File: src/hdl/iopd_pkg.sv
// Shared types and decode constants for the I/O port decoder.
// Holds the target codes, the mask/match patterns and the request/result records.
// No dependencies.
package iopd_pkg;

	typedef enum logic [3:0] {
		TGT_NONE       = 4'd0,
		TGT_AY_SEL     = 4'd1,
		TGT_AY_DATA    = 4'd2,
		TGT_SERIAL     = 4'd3,
		TGT_RTC_ADDR   = 4'd4,
		TGT_RTC_DATA   = 4'd5,
		TGT_BOARD      = 4'd6,
		TGT_ULA        = 4'd7,
		TGT_PAGING     = 4'd8,
		TGT_EXT_PAGING = 4'd9,
		TGT_ROM_WINDOW = 4'd10,
		TGT_FDC        = 4'd11,
		TGT_BORDER     = 4'd12,
		TGT_PERIPH     = 4'd13
	} tgt_t;

	// configuration register indexes
	localparam logic CFG_EXT_MODEL = 1'b0;
	localparam logic CFG_BOARD     = 1'b1;

	// access kinds
	localparam logic FUNC_READ = 1'b0;

	// mask/match patterns
	localparam logic [15:0] MASK_TURBO      = 16'hC023;
	localparam logic [15:0] MATCH_TURBO_ON  = 16'h4021;
	localparam logic [15:0] MATCH_TURBO_OFF = 16'h0021;
	localparam logic [15:0] MASK_AY         = 16'hC002;
	localparam logic [15:0] MATCH_AY_SEL    = 16'hC000;
	localparam logic [15:0] MATCH_AY_DATA   = 16'h8000;
	localparam logic [15:0] MASK_BOARD      = 16'h18FB;
	localparam logic [15:0] MATCH_BOARD     = 16'h18BA;
	localparam logic [15:0] MASK_ULA        = 16'h0023;
	localparam logic [15:0] MATCH_ULA       = 16'h0022;
	localparam logic [15:0] MASK_PAGE       = 16'hD027;
	localparam logic [15:0] MATCH_PAGE      = 16'h5025;
	localparam logic [15:0] MATCH_EXT_PAGE  = 16'h1025;
	localparam logic [15:0] MASK_ROMWIN     = 16'hD127;
	localparam logic [15:0] MATCH_ROMWIN    = 16'h5025;

	// board sub-device selects, address masked by MASK_BSUB
	localparam logic [15:0] MASK_BSUB    = 16'hA044;
	localparam logic [15:0] BSUB_SERIAL  = 16'hA000;
	localparam logic [15:0] BSUB_CLOCK   = 16'h8000;
	localparam logic [15:0] BSUB_FDD     = 16'h2000;
	localparam logic [15:0] BSUB_STATUS  = 16'h0000;
	localparam logic [15:0] BSUB_ID_LO   = 16'h0004;
	localparam logic [15:0] BSUB_ID_HI   = 16'h2004;
	localparam logic [15:0] BSUB_ZERO    = 16'h8004;
	localparam logic [15:0] BSUB_TASK    = 16'hA004;

	// canonical forward ports
	localparam logic [15:0] FP_AY_SEL     = 16'hFFFD;
	localparam logic [15:0] FP_AY_DATA    = 16'hBFFD;
	localparam logic [15:0] FP_ULA        = 16'h00FE;
	localparam logic [15:0] FP_PAGING     = 16'h7FFD;
	localparam logic [15:0] FP_EXT_PAGING = 16'h1FFD;
	localparam logic [15:0] FP_ROM_WINDOW = 16'h7EFD;
	localparam logic [15:0] FP_BORDER     = 16'h00FF;

	// fixed read bytes
	localparam logic [7:0] RD_FLOAT_ONE = 8'hFF;
	localparam logic [7:0] RD_SER_LOW   = 8'hBF;
	localparam logic [7:0] RD_STATUS    = 8'h3F;
	localparam logic [7:0] RD_ID        = 8'h57;
	localparam logic [7:0] RD_TASK_TOP  = 8'h50;
	localparam logic [5:0] FDD_LOW_ONES = 6'h3F;

	localparam logic [2:0] TF_FIRST = 3'd0;
	localparam logic [2:0] TF_LAST  = 3'd7;

	typedef struct packed {
		logic        func;
		logic [15:0] port_address;
		logic [7:0]  write_data;
		logic        dos_session;
		logic        dos_trigger;
		logic [7:0]  ext_read_data;
		logic        ext_responded;
		logic [7:0]  floating_attr;
	} req_t;

	typedef struct packed {
		tgt_t        target;
		logic [15:0] forward_port;
		logic [7:0]  read_data;
		logic        decoded;
		logic        fdc_gated;
		logic        turbo_on;
		logic [7:0]  paging_value;
		logic [7:0]  ext_paging_value;
		logic [7:0]  rom_window_value;
		logic [2:0]  border_value;
	} res_t;

endpackage

File: src/hdl/io_port_decoder_with_paging_latches.sv
// I/O port decoder with paging latches: top level, single-pass decode.
// A request is taken into the input register, then decoded into the result register
// and presented from there. Throughput: one request per cycle while the output is taken.
// The decode and every latch update sit between the input register and the result register.
// Reset (arst_n low) clears both pipeline valids, the config bits and all latches.
// Depends on iopd_pkg.
module io_port_decoder_with_paging_latches (
	input  logic                 clk,
	input  logic                 arst_n,
	// request channel
	input  logic                 in_valid,
	output logic                 in_stall,
	input  logic                 func,
	input  logic [15:0]          port_address,
	input  logic [7:0]           write_data,
	input  logic                 dos_session,
	input  logic                 dos_trigger,
	input  logic [7:0]           ext_read_data,
	input  logic                 ext_responded,
	input  logic [7:0]           floating_attr,
	// result channel
	output logic                 out_valid,
	input  logic                 out_stall,
	output logic [3:0]           target,
	output logic [15:0]          forward_port,
	output logic [7:0]           read_data,
	output logic                 decoded,
	output logic                 fdc_gated,
	output logic                 turbo_on,
	output logic [7:0]           paging_value,
	output logic [7:0]           ext_paging_value,
	output logic [7:0]           rom_window_value,
	output logic [2:0]           border_value,
	// configuration write channel
	input  logic                 cfg_valid,
	output logic                 cfg_ready,
	input  logic                 cfg_index,
	input  logic                 cfg_data
);
	import iopd_pkg::*;

	// pipeline
	req_t req_s1;
	logic valid_s1;
	res_t res_q;
	logic out_valid_q;
	logic adv;

	// configuration
	logic ext_model_q;
	logic board_present_q;

	// architectural latches
	logic [7:0] paging_q, ext_paging_q, rom_window_q;
	logic       lock_q, turbo_q;
	logic [2:0] border_q;
	logic       board_sys_b7_q;   // only bit 7 of the board system latch is ever observed
	logic [1:0] board_fdd_q;      // reads OR in 3F, so only the top two bits survive
	logic [7:0] task_q [8];

	// next-state values
	logic [7:0] paging_d, ext_paging_d, rom_window_d;
	logic       lock_d, turbo_d, board_sys_b7_d;
	logic [2:0] border_d;
	logic [1:0] board_fdd_d;
	logic       tf_we;
	logic [2:0] tf_idx;
	res_t       res_d;

	// decode helpers
	logic [15:0] p;
	logic [7:0]  lo;
	logic        disk, disk_on;

	// Handshake: the input register advances whenever the result register is empty or
	// being drained, so a new request is taken in the same cycle a result leaves.
	assign adv       = valid_s1 && (!out_valid_q || !out_stall);
	assign in_stall  = valid_s1 && !adv;
	assign cfg_ready = 1'b1;
	assign out_valid = out_valid_q;

	always_ff @(posedge clk or negedge arst_n) begin
		if (!arst_n) begin
			valid_s1    <= 1'b0;
			out_valid_q <= 1'b0;
		end else begin
			if (in_valid && !in_stall) begin
				valid_s1 <= 1'b1;
			end else if (adv) begin
				valid_s1 <= 1'b0;
			end
			if (adv) begin
				out_valid_q <= 1'b1;
			end else if (!out_stall) begin
				out_valid_q <= 1'b0;
			end
		end
	end

	// Payload registers: load on accept, hold otherwise.
	always_ff @(posedge clk) begin
		if (in_valid && !in_stall) begin
			req_s1 <= '{func: func, port_address: port_address, write_data: write_data,
				dos_session: dos_session, dos_trigger: dos_trigger,
				ext_read_data: ext_read_data, ext_responded: ext_responded,
				floating_attr: floating_attr};
		end
		if (adv) begin
			res_q <= res_d;
		end
	end

	// Configuration bits; an index outside the list does nothing since the index is one bit.
	always_ff @(posedge clk or negedge arst_n) begin
		if (!arst_n) begin
			ext_model_q     <= 1'b0;
			board_present_q <= 1'b0;
		end else if (cfg_valid && cfg_ready) begin
			case (cfg_index)
				CFG_EXT_MODEL: ext_model_q     <= cfg_data;
				CFG_BOARD:     board_present_q <= cfg_data;
				default:       ext_model_q     <= ext_model_q;
			endcase
		end
	end

	// Latch state: commit the decoded request's updates when it moves to the result register.
	always_ff @(posedge clk or negedge arst_n) begin
		if (!arst_n) begin
			paging_q       <= '0;
			lock_q         <= 1'b0;
			ext_paging_q   <= '0;
			rom_window_q   <= '0;
			turbo_q        <= 1'b0;
			border_q       <= '0;
			board_sys_b7_q <= 1'b0;
			board_fdd_q    <= '0;
			for (int i = 0; i < 8; i++) begin
				task_q[i] <= '0;
			end
		end else if (adv) begin
			paging_q       <= paging_d;
			lock_q         <= lock_d;
			ext_paging_q   <= ext_paging_d;
			rom_window_q   <= rom_window_d;
			turbo_q        <= turbo_d;
			border_q       <= border_d;
			board_sys_b7_q <= board_sys_b7_d;
			board_fdd_q    <= board_fdd_d;
			if (tf_we) begin
				task_q[tf_idx] <= req_s1.write_data;
			end
		end
	end

	// Decode: one priority chain for reads, another for writes.
	always_comb begin
		p       = req_s1.port_address;
		lo      = p[7:0];
		disk    = (lo == 8'h1F) || (lo == 8'h3F) || (lo == 8'h5F) || (lo == 8'h7F)
			|| (lo == 8'hFF);
		// disk controller is on the bus with an open session, the monitor bit or the trigger
		disk_on = req_s1.dos_session || ext_paging_q[1] || req_s1.dos_trigger;
		tf_idx  = p[10:8];
		tf_we   = 1'b0;

		paging_d       = paging_q;
		lock_d         = lock_q;
		ext_paging_d   = ext_paging_q;
		rom_window_d   = rom_window_q;
		turbo_d        = turbo_q;
		border_d       = border_q;
		board_sys_b7_d = board_sys_b7_q;
		board_fdd_d    = board_fdd_q;

		res_d = '0;
		res_d.target = TGT_NONE;

		if (req_s1.func == FUNC_READ) begin
			// turbo strobe fires on any matching read, whoever answers it
			if ((p & MASK_TURBO) == MATCH_TURBO_ON) begin
				turbo_d = 1'b1;
			end else if ((p & MASK_TURBO) == MATCH_TURBO_OFF) begin
				turbo_d = 1'b0;
			end

			if ((p & MASK_AY) == MATCH_AY_SEL) begin
				res_d.target       = TGT_AY_SEL;
				res_d.forward_port = FP_AY_SEL;
				res_d.decoded      = req_s1.ext_responded;
				res_d.read_data    = req_s1.ext_read_data;
			end else if ((p & MASK_AY) == MATCH_AY_DATA) begin
				res_d.target       = TGT_AY_DATA;
				res_d.forward_port = FP_AY_DATA;
				res_d.decoded      = req_s1.ext_responded;
				res_d.read_data    = req_s1.ext_read_data;
			end else if (ext_model_q && ((p & MASK_BOARD) == MATCH_BOARD)) begin
				res_d.target       = TGT_BOARD;
				res_d.forward_port = p;
				res_d.decoded      = 1'b1;
				res_d.read_data    = RD_FLOAT_ONE;
				if (board_present_q) begin
					case (p & MASK_BSUB)
						BSUB_SERIAL: begin
							res_d.target    = TGT_SERIAL;
							res_d.read_data = req_s1.ext_read_data[6] ? RD_FLOAT_ONE
								: RD_SER_LOW;
						end
						BSUB_CLOCK: begin
							res_d.target    = TGT_RTC_DATA;
							res_d.read_data = req_s1.ext_read_data;
						end
						BSUB_FDD:    res_d.read_data = {board_fdd_q, FDD_LOW_ONES};
						BSUB_STATUS: res_d.read_data = RD_STATUS;
						BSUB_ID_LO,
						BSUB_ID_HI:  res_d.read_data = RD_ID;
						BSUB_ZERO:   res_d.read_data = 8'h00;
						BSUB_TASK: begin
							if (tf_idx == TF_FIRST) begin
								res_d.read_data = 8'h00;
							end else if (tf_idx == TF_LAST) begin
								res_d.read_data = RD_TASK_TOP;
							end else begin
								res_d.read_data = task_q[tf_idx];
							end
						end
						default:     res_d.read_data = RD_FLOAT_ONE;
					endcase
				end
			end else if ((p & MASK_ULA) == MATCH_ULA) begin
				res_d.target       = TGT_ULA;
				res_d.forward_port = FP_ULA;
				res_d.decoded      = 1'b1;
				res_d.read_data    = req_s1.ext_read_data;
			end else if ((p & MASK_PAGE) == MATCH_EXT_PAGE) begin
				res_d.target       = TGT_EXT_PAGING;
				res_d.forward_port = FP_EXT_PAGING;
				res_d.decoded      = 1'b1;
				res_d.read_data    = RD_FLOAT_ONE;
			end else if (ext_model_q && ((p & MASK_ROMWIN) == MATCH_ROMWIN)) begin
				res_d.target       = TGT_ROM_WINDOW;
				res_d.forward_port = FP_ROM_WINDOW;
				res_d.decoded      = 1'b1;
				res_d.read_data    = RD_FLOAT_ONE;
			end else if (disk && !disk_on) begin
				res_d.fdc_gated = 1'b1;
			end else begin
				res_d.target       = disk ? TGT_FDC : TGT_PERIPH;
				res_d.forward_port = disk ? {8'h00, lo} : p;
				res_d.decoded      = req_s1.ext_responded;
				res_d.read_data    = req_s1.ext_read_data;
			end
			// nobody claimed the read: float the screen attribute
			if (!res_d.decoded) begin
				res_d.read_data = req_s1.floating_attr;
			end
		end else begin
			res_d.decoded = 1'b1;
			if (ext_model_q && ((p & MASK_ROMWIN) == MATCH_ROMWIN)) begin
				rom_window_d       = req_s1.write_data;
				res_d.target       = TGT_ROM_WINDOW;
				res_d.forward_port = FP_ROM_WINDOW;
			end else if ((p & MASK_PAGE) == MATCH_PAGE) begin
				// a write with bit 5 set is stored and then freezes the latch until reset
				if (!lock_q) begin
					paging_d = req_s1.write_data;
					lock_d   = req_s1.write_data[5];
				end
				res_d.target       = TGT_PAGING;
				res_d.forward_port = FP_PAGING;
			end else if ((p & MASK_PAGE) == MATCH_EXT_PAGE) begin
				ext_paging_d       = req_s1.write_data;
				res_d.target       = TGT_EXT_PAGING;
				res_d.forward_port = FP_EXT_PAGING;
			end else if (ext_model_q && ((p & MASK_BOARD) == MATCH_BOARD)) begin
				res_d.target       = TGT_BOARD;
				res_d.forward_port = p;
				if (board_present_q) begin
					case (p & MASK_BSUB)
						BSUB_SERIAL: begin
							board_sys_b7_d = req_s1.write_data[7];
							res_d.target   = TGT_SERIAL;
						end
						BSUB_CLOCK:  res_d.target = board_sys_b7_q ? TGT_RTC_DATA
							: TGT_RTC_ADDR;
						BSUB_FDD:    board_fdd_d = req_s1.write_data[7:6];
						BSUB_TASK:   tf_we = 1'b1;
						default:     res_d.target = TGT_BOARD;
					endcase
				end
			end else if ((p & MASK_ULA) == MATCH_ULA) begin
				border_d           = req_s1.write_data[2:0];
				res_d.target       = TGT_ULA;
				res_d.forward_port = FP_ULA;
			end else if ((p & MASK_AY) == MATCH_AY_SEL) begin
				// the sound chip keeps its own copy of the select latch
				res_d.target       = TGT_AY_SEL;
				res_d.forward_port = FP_AY_SEL;
			end else if ((p & MASK_AY) == MATCH_AY_DATA) begin
				res_d.target       = TGT_AY_DATA;
				res_d.forward_port = FP_AY_DATA;
			end else if (disk && disk_on) begin
				res_d.target       = TGT_FDC;
				res_d.forward_port = {8'h00, lo};
			end else if (lo == 8'hFF) begin
				// gated controller: low byte FF lands on the border instead
				border_d           = req_s1.write_data[2:0];
				res_d.target       = TGT_BORDER;
				res_d.forward_port = FP_BORDER;
				res_d.fdc_gated    = 1'b1;
			end else if (disk) begin
				res_d.decoded   = 1'b0;
				res_d.fdc_gated = 1'b1;
			end else begin
				res_d.target       = TGT_PERIPH;
				res_d.forward_port = p;
			end
		end

		res_d.turbo_on         = turbo_d;
		res_d.paging_value     = paging_d;
		res_d.ext_paging_value = ext_paging_d;
		res_d.rom_window_value = rom_window_d;
		res_d.border_value     = border_d;
	end

	assign target           = res_q.target;
	assign forward_port     = res_q.forward_port;
	assign read_data        = res_q.read_data;
	assign decoded          = res_q.decoded;
	assign fdc_gated        = res_q.fdc_gated;
	assign turbo_on         = res_q.turbo_on;
	assign paging_value     = res_q.paging_value;
	assign ext_paging_value = res_q.ext_paging_value;
	assign rom_window_value = res_q.rom_window_value;
	assign border_value     = res_q.border_value;

	// the paging lock never drops once set
	a_lock_sticky: assert property (@(posedge clk) disable iff (!arst_n)
		lock_q |=> lock_q)
		else $error("paging lock cleared without reset");

	// a locked primary latch holds its value
	a_lock_holds: assert property (@(posedge clk) disable iff (!arst_n)
		lock_q |=> $stable(paging_q))
		else $error("locked paging latch changed");

	// a gated disk access lands nowhere or on the border
	a_gated_target: assert property (@(posedge clk) disable iff (!arst_n)
		(out_valid_q && res_q.fdc_gated) |->
		(res_q.target == TGT_NONE || res_q.target == TGT_BORDER))
		else $error("gated disk access routed to a device");

	// no target means no forward port and no claim
	a_none_clean: assert property (@(posedge clk) disable iff (!arst_n)
		(out_valid_q && res_q.target == TGT_NONE) |->
		(res_q.forward_port == 16'h0000 && !res_q.decoded))
		else $error("unrouted access carries a port or a claim");

	// the input side only stalls behind a held request
	a_stall_cause: assert property (@(posedge clk) disable iff (!arst_n)
		in_stall |-> (valid_s1 && out_valid_q && out_stall))
		else $error("input stalled with room downstream");

endmodule
File: config.mk
export PLATFORM = sky130hd
export DESIGN_NAME = io_port_decoder_with_paging_latches
export DESIGN_NICKNAME = d
export VERILOG_FILES = /design/src/hdl/iopd_pkg.sv /design/src/hdl/io_port_decoder_with_paging_latches.sv
export SDC_FILE = /design/constraint.sdc
export NUM_CORES = 1
export LEC_CHECK = 0
export BUFFER_PORTS_ARGS = -buffer_cell sky130_fd_sc_hd__buf_2
export CAP_MARGIN = 0
export CORE_MARGIN = 8
export CORE_UTILIZATION = 30
export CTS_CLUSTER_SIZE = 20
export DETAILED_ROUTE_END_ITERATION = 8
export SLEW_MARGIN = 15
export SYNTH_ARGS = -nofsm -noshare
export SYNTH_HDL_FRONTEND = slang
export SYNTH_SLANG_ARGS = --single-unit
File: constraint.sdc
create_clock -name clk -period 4.1 [get_ports clk]
set_input_delay 0.205 -clock clk [delete_from_list [all_inputs] [get_ports clk]]
set_output_delay 0.205 -clock clk [all_outputs]
set_load 0.01 [all_outputs]
**After elaboration in Yosys (flattened, before gate mapping)**

Index checks and enable logic that the tools add are counted.

- Reductions and logical operators: 30
- Mux-type cells: 92
- Bitwise gates (word level): 5
- Magnitude comparators: 2
- Eq/ne operators: 23

Operators by type and width:

| kind | number |
|---|---|
| 2-to-1 mux 29 bit | 8 |
| 2-to-1 mux 20 bit | 11 |
| 2-to-1 mux 8 bit | 17 |
| bitwise mux 64 bit | 1 |
| case mux 8 bit (7 select lines) | 1 |
| 2-to-1 mux 3 bit | 13 |
| 2-to-1 mux 1 bit | 25 |
| binary-select mux 8 bit (select 3 bit) | 1 |
| demux 8 bit (select 3 bit) | 1 |
| == test 8 x 7 -> 1 bit, second input constant | 3 |
| 2-to-1 mux 2 bit | 10 |
| == test 4 bit, second input constant | 4 |
| logical NOT 16 bit | 1 |
| 2-to-1 mux 16 bit | 1 |
| AND reduction 8 bit | 2 |
| == test 3 bit, second input constant | 4 |
| case mux 3 bit (2 select lines) | 2 |
| == test 9 bit, second input constant | 1 |
| == test 4 x 3 -> 1 bit, second input constant | 2 |
| == test 8 x 5 -> 1 bit, second input constant | 1 |
| == test 8 x 6 -> 1 bit, second input constant | 1 |
| == test 8 bit, second input constant | 1 |
| logical AND 1 bit | 8 |
| == test 7 x 5 -> 1 bit, second input constant | 1 |
| other kinds (17) | 32 |

- Logic and storage cells: 190
- Bits in registers: 202
- Bits of input ports: 51
- Output and inout bits: 61

**Logic depth before layout (Yosys ltp)**

- Depth after elaboration: 16
- Mapped depth: 8
- Gate-level depth less buffers: 6

**Worst setup path before layout**

No wires, ideal clock.

- Path type: reg-to-reg
- Start point: register out_valid_q, in the netlist out_valid
- End point: register rom_window_q[0]
- Data arrival time: 2.788 ns
- Period minus slack after synthesis: 2.913 ns
- Buffers on the path: 0
- Required time: 3.975 ns
- Cell stages (with the launch flop): 6
- Path slack: 1.187 ns
- Library setup time: 0.125 ns
- Cell sequence: dfrtp_1 -> nand2_1 -> nand2_1 -> inv_1 -> nand4_1 -> mux2_2

- Cells in the longest elaborated chain, start to end: 3

Ends and longest elaborated chain:

| what | line | RTL |
|---|---|---|
| from (decl) | io_port_decoder_with_paging_latches.sv:46 | `logic out_valid_q;` |
| from (signal assigned) | io_port_decoder_with_paging_latches.sv:85 | `out_valid_q <= 1'b0;` |
| from (signal assigned) | io_port_decoder_with_paging_latches.sv:93 | `out_valid_q <= 1'b1;` |
| from (signal assigned) | io_port_decoder_with_paging_latches.sv:95 | `out_valid_q <= 1'b0;` |
| logical NOT 1 bit | io_port_decoder_with_paging_latches.sv:77 | `assign adv = valid_s1 && (!out_valid_q \|\| !out_stall);` |
| logical OR 1 bit | io_port_decoder_with_paging_latches.sv:77 |  |
| logical AND 1 bit | io_port_decoder_with_paging_latches.sv:77 |  |
| named net adv | io_port_decoder_with_paging_latches.sv:47 | `logic adv;` |
| to (signal assigned) | io_port_decoder_with_paging_latches.sv:145 | `rom_window_q <= rom_window_d;` |
| to (decl) | io_port_decoder_with_paging_latches.sv:54 | `logic [7:0] paging_q, ext_paging_q, rom_window_q;` |

The timed path passes the listed nets, and every way through them passes these cells.
A chain may end at the register's enable or synchronous reset.

**Final worst setup path**

- Start point: register req_s1, in the netlist p[15]
- End point: register task_q[47] (netlist name)

- Cells in the longest elaborated chain, start to end: 9
- Elaborated cells on any way between the ends: 13
- Classes of those cells: eq/ne (4); mux (7); reduce/logical (2)

Ends and longest elaborated chain:

| what | line | RTL |
|---|---|---|
| from (decl) | io_port_decoder_with_paging_latches.sv:43 | `req_t req_s1;` |
| from (signal assigned) | io_port_decoder_with_paging_latches.sv:103 | `req_s1 <= '{func: func, port_address: port_address, write_data: write_data,` |
| == test 4 bit | io_port_decoder_with_paging_latches.sv:279 | `case (p & MASK_BSUB)` |
| 2-to-1 mux 1 bit | io_port_decoder_with_paging_latches.sv:279 |  |
| 2-to-1 mux 1 bit | io_port_decoder_with_paging_latches.sv:278 | `if (board_present_q) begin` |
| 2-to-1 mux 1 bit | io_port_decoder_with_paging_latches.sv:275 | `end else if (ext_model_q && ((p & MASK_BOARD) == MATCH_BOARD)) begin` |
| 2-to-1 mux 1 bit | io_port_decoder_with_paging_latches.sv:271 | `end else if ((p & MASK_PAGE) == MATCH_EXT_PAGE) begin` |
| 2-to-1 mux 1 bit | io_port_decoder_with_paging_latches.sv:263 | `end else if ((p & MASK_PAGE) == MATCH_PAGE) begin` |
| 2-to-1 mux 1 bit (*) | io_port_decoder_with_paging_latches.sv:259 | `if (ext_model_q && ((p & MASK_ROMWIN) == MATCH_ROMWIN)) begin` |
| 2-to-1 mux 1 bit (*) | io_port_decoder_with_paging_latches.sv:179 | `if (req_s1.func == FUNC_READ) begin` |
| AND reduction 2 bit (no line) (*) | n/a |  |
| to (signal, indexed assignment) | io_port_decoder_with_paging_latches.sv:151 | `task_q[tf_idx] <= req_s1.write_data;` |
| to (decl) | io_port_decoder_with_paging_latches.sv:59 | `logic [7:0] task_q [8];` |

Mark *: on every way between the ends. The rest lies on a longest branch, timed or not.

==> impl_metrics.tcl <==
set metrics [dict create \
    synth-async-reset-ratio 0.452 \
    relSlewSlack 0.403 \
    maxCapViolations 0 \
    drcViolationCount 0 \
    cp-end-kind "flop" \
    cp.required_ns 4.41 \
    r2r_slack_ns 1.21 \
    clock-sinks 186 \
    detail_route.wl_per_cell_microns 18.3 \
    cts-buffers-inserted 17 \
    wirelength_mm 20.0 \
    grtUsageMet2 0.199 \
    fin_setup_tns_ns 0 \
    antenna_cells 0 \
    port_buffers 110 \
    post-place-cells 1009 \
    clk_pin_slew_ns 0.07 \
    fill_cells 2561 \
    dieArea_sq_um 32600 \
    period_share 0.704 \
    worst-path-max-fanout 12 \
    multi_input_area_sq_um 2800 \
    p_int_w 0.00309 \
    hpwl_mm 13.7 \
    finalNonFillerCells 1089 \
    grt_pass1_vias 5369 \
    tightest_slew_ns 0.890 \
    regArea_sq_um 5160 \
    holdBufCountCts 48 \
    nets 786 \
    seqPwrFrac 0.523 \
    yosys_most_used_dff "edfxtp_1" \
    clock_skew_ns 0.0177 \
    post_cts_buffers 0 \
    rows 60 \
    die_w_microns 181 \
    yosys_warnings 0 \
    clock_latency_ns 0.44 \
    regToRegStartpoint "p[15]" \
    p_sw_w 0.00109 \
    synthCells 587 \
    drt_iter0_drc 340 \
    core_area_sq_um 26800 \
    gp_congestion 0.829 \
    ff2ff_path_depth 6 \
    syn_to_final_growth_pct 24.2 \
    worst-path-buf-inv 0 \
    hold_path_depth 3 \
    synth.distinct_cells 58 \
    p_comb_frac 0.087 \
    synth_top_area_frac 0.377 \
    layout-drive-gt1-share 0.369 \
    root_buffer "clkbuf_16" \
    grt_max_degree 66 \
    ir_drop_mv 0.262 \
    clk_path_buf_depth 2 \
    worstSetupPathType "reg -> reg" \
    holdPathEnd "board_present_q" \
    power.leakage_nw 4.37 \
    clkPwrFrac 0.389 \
    status "complete, no violations" \
    h-tree-depth 4 \
    critical_path.cell_chain "and4bb_1 > and3_4 > nor4b_4 > nand2_2 > or4b_1 > mux2_4" \
    power_density_nw_per_um2 413 \
    ioPinCount 112 \
    rsz0062_at_grt "no" \
    grt_pass1_wl_mm 31.6 \
    critPathLaunchType "flop" \
    met3_usage 0.0355 \
    drtAntennaViolNets 0 \
    yosysTopAreaCell "edfxtp_1" \
    grt_overflow 0 \
    switching_share 0.260 \
    fp.dieH_microns 181 \
    arrival_ns 3.20 \
    busiest_layer "met2" \
    worstHoldStart "cfg_valid" \
    first_pass_iters 5 \
    postSynthAreaPerCell_sq_um 13.9 \
    met1_usage 0.160 \
    setup_viol 0 \
    synth_enable_flop_cells 102 \
    hold_path_class "in -> reg" \
    period_needed_ns 2.89 \
    cpLargestDelayFamily "simple AND/OR/NAND/NOR gates" \
    slowest_delay_ns 0.77 \
    synth_seq_cells 186 \
    yosys-top-cells-area "edfxtp_1, dfrtp_1, mux2_2" \
    vias 5319 \
    syn_area_sq_um 8130 \
    grt_usage 0.124 \
    start_util 0.303 \
    synth_nets 638 \
    fmax_mhz 347 \
    post_cts_resized 0 \
    timing.final.hold_violations 0 \
    crit_slowest_cell "or4b_1" \
    r2r_end "task_q[47]" \
    antenna_found_initial 0 \
    viasPerCell 4.88 \
    slew_viol_final 0 \
    ys_seq_area_frac 0.635 \
    tritoncts "built" \
]
==> per-layer routing <==
layer	wire (microns)	up-vias
met4	269	0
met1	9120	2662
met5	0	-
li1	-	2500
met3	983	14
met2	9610	143
==> worst max-delay path by stage <==
stage	start	endpoint	slack, ns	cells past startpoint
floorplan	out_valid	rom_window_q[0]	1.19	5
global placement	p[0]	task_q[43]	1.25	6
detailed placement	p[0]	task_q[45]	1.21	6
CTS	p[15]	task_q[47]	1.20	6
global route	p[15]	task_q[17]	1.08	6
finish	p[15]	task_q[47]	1.21	6
==> sequential cells by signal (all words and copies together), names as in the netlist, 2 cells and up <==
| signal | flops |
|---|---|
| forward_port | 16 |
| paging_value | 8 |
| req_s1 | 28 |
| paging_q | 8 |
| target | 4 |
| ext_paging_q | 8 |
| rom_window_q | 8 |
| task_q | 48 |
| border_value | 3 |
| p | 16 |
| ext_paging_value | 8 |
| border_q | 3 |
| rom_window_value | 8 |
| read_data | 8 |
| board_fdd_q | 2 |
==> final cells by class <==
| class | instances | area share |
|---|---|---|
| Sequential cell | 186 | 0.511 |
| Multi-Input combinational cell | 359 | 0.277 |
| Timing Repair Buffer | 166 | 0.108 |
| Tap cell | 341 | 0.0423 |
| Clock buffer | 17 | 0.0421 |
| Clock inverter | 15 | 0.0170 |
| Inverter | 5 | 0.00186 |
==> cells in the mapped netlist (5+ instances only) <==
cell type and count:
a31oi_1 6, nand3_1 18, a311oi_1 8, dfrtp_1 84, mux2_2 102, mux2_4 8, a21boi_0 6, nand4_1 7
mux2i_1 6, o31ai_1 9, nor2_1 32, o21ai_0 16, clkbuf_1 28, nand2_1 44, a21o_1 8, nand2b_1 6
a21oi_1 16, or3_1 7, and3_1 6, edfxtp_1 102, inv_1 5, buf_1 5, o32a_1 6
==> cells in the final DEF, fill, tap and decap left out, types with 7 or more instances in the layout <==
master and count:
buf_2 109, mux2_2 102, edfxtp_1 102, dfrtp_1 84, dlygate4sd3_1 48, nand2_1 44
nor2_1 32, nand3_1 18, clkbuf_16 17, a21oi_1 16, o21ai_0 16, o31ai_1 9
buf_4 9, a21o_1 8, a311oi_1 8, mux2_4 8, nand4_1 7, or3_1 7
==> stage by stage <==
| step | util | instance area (sq um) | hold WS, ns | setup WS (ns) | total power (W) |
|---|---|---|---|---|---|
| floorplan | - | 8130 | -0.0906 | 1.19 | 0.00239 |
| global placement | 0.337 | 9020 | 0.104 | 1.25 | 0.00256 |
| detailed placement | 0.337 | 9020 | 0.103 | 1.21 | 0.00256 |
| CTS | 0.377 | 10100 | 0.0777 | 1.20 | 0.00424 |
| global route | 0.377 | 10100 | 0.110 | 1.08 | 0.00434 |
| finish | 0.377 | 10100 | 0.101 | 1.21 | 0.00417 |
==> worst reg2reg max path, cell delays in order, from the launching register on <==
cell and delay, ns:
edfxtp_1 0.54, and4bb_1 0.30, and3_4 0.24, nor4b_4 0.38, nand2_2 0.16, or4b_1 0.77
mux2_4 0.39
==> power by group through the flow <==
| stage | sequential [W] | clock, W | combinational (W) |
|---|---|---|---|
| floorplan | 0.00221 | 0 | 0.000182 |
| global route | 0.00220 | 0.00174 | 0.000402 |
| detailed placement | 0.00222 | 0 | 0.000336 |
| global placement | 0.00222 | 0 | 0.000337 |
| finish | 0.00218 | 0.00163 | 0.000365 |
| CTS | 0.00218 | 0.00168 | 0.000374 |
==> kinds of logic after synthesis <==
kind of cell | count (synthesis) | synth area share
DFF | 186 | 0.635
and+or+nand+nor | 151 | 0.101
muxes | 116 | 0.163
AOI/OAI and AO/OA | 91 | 0.0786
buffers and inverters | 42 | 0.0209
other | 1 | 0.000461
Power figures use the tool's default switching activity.
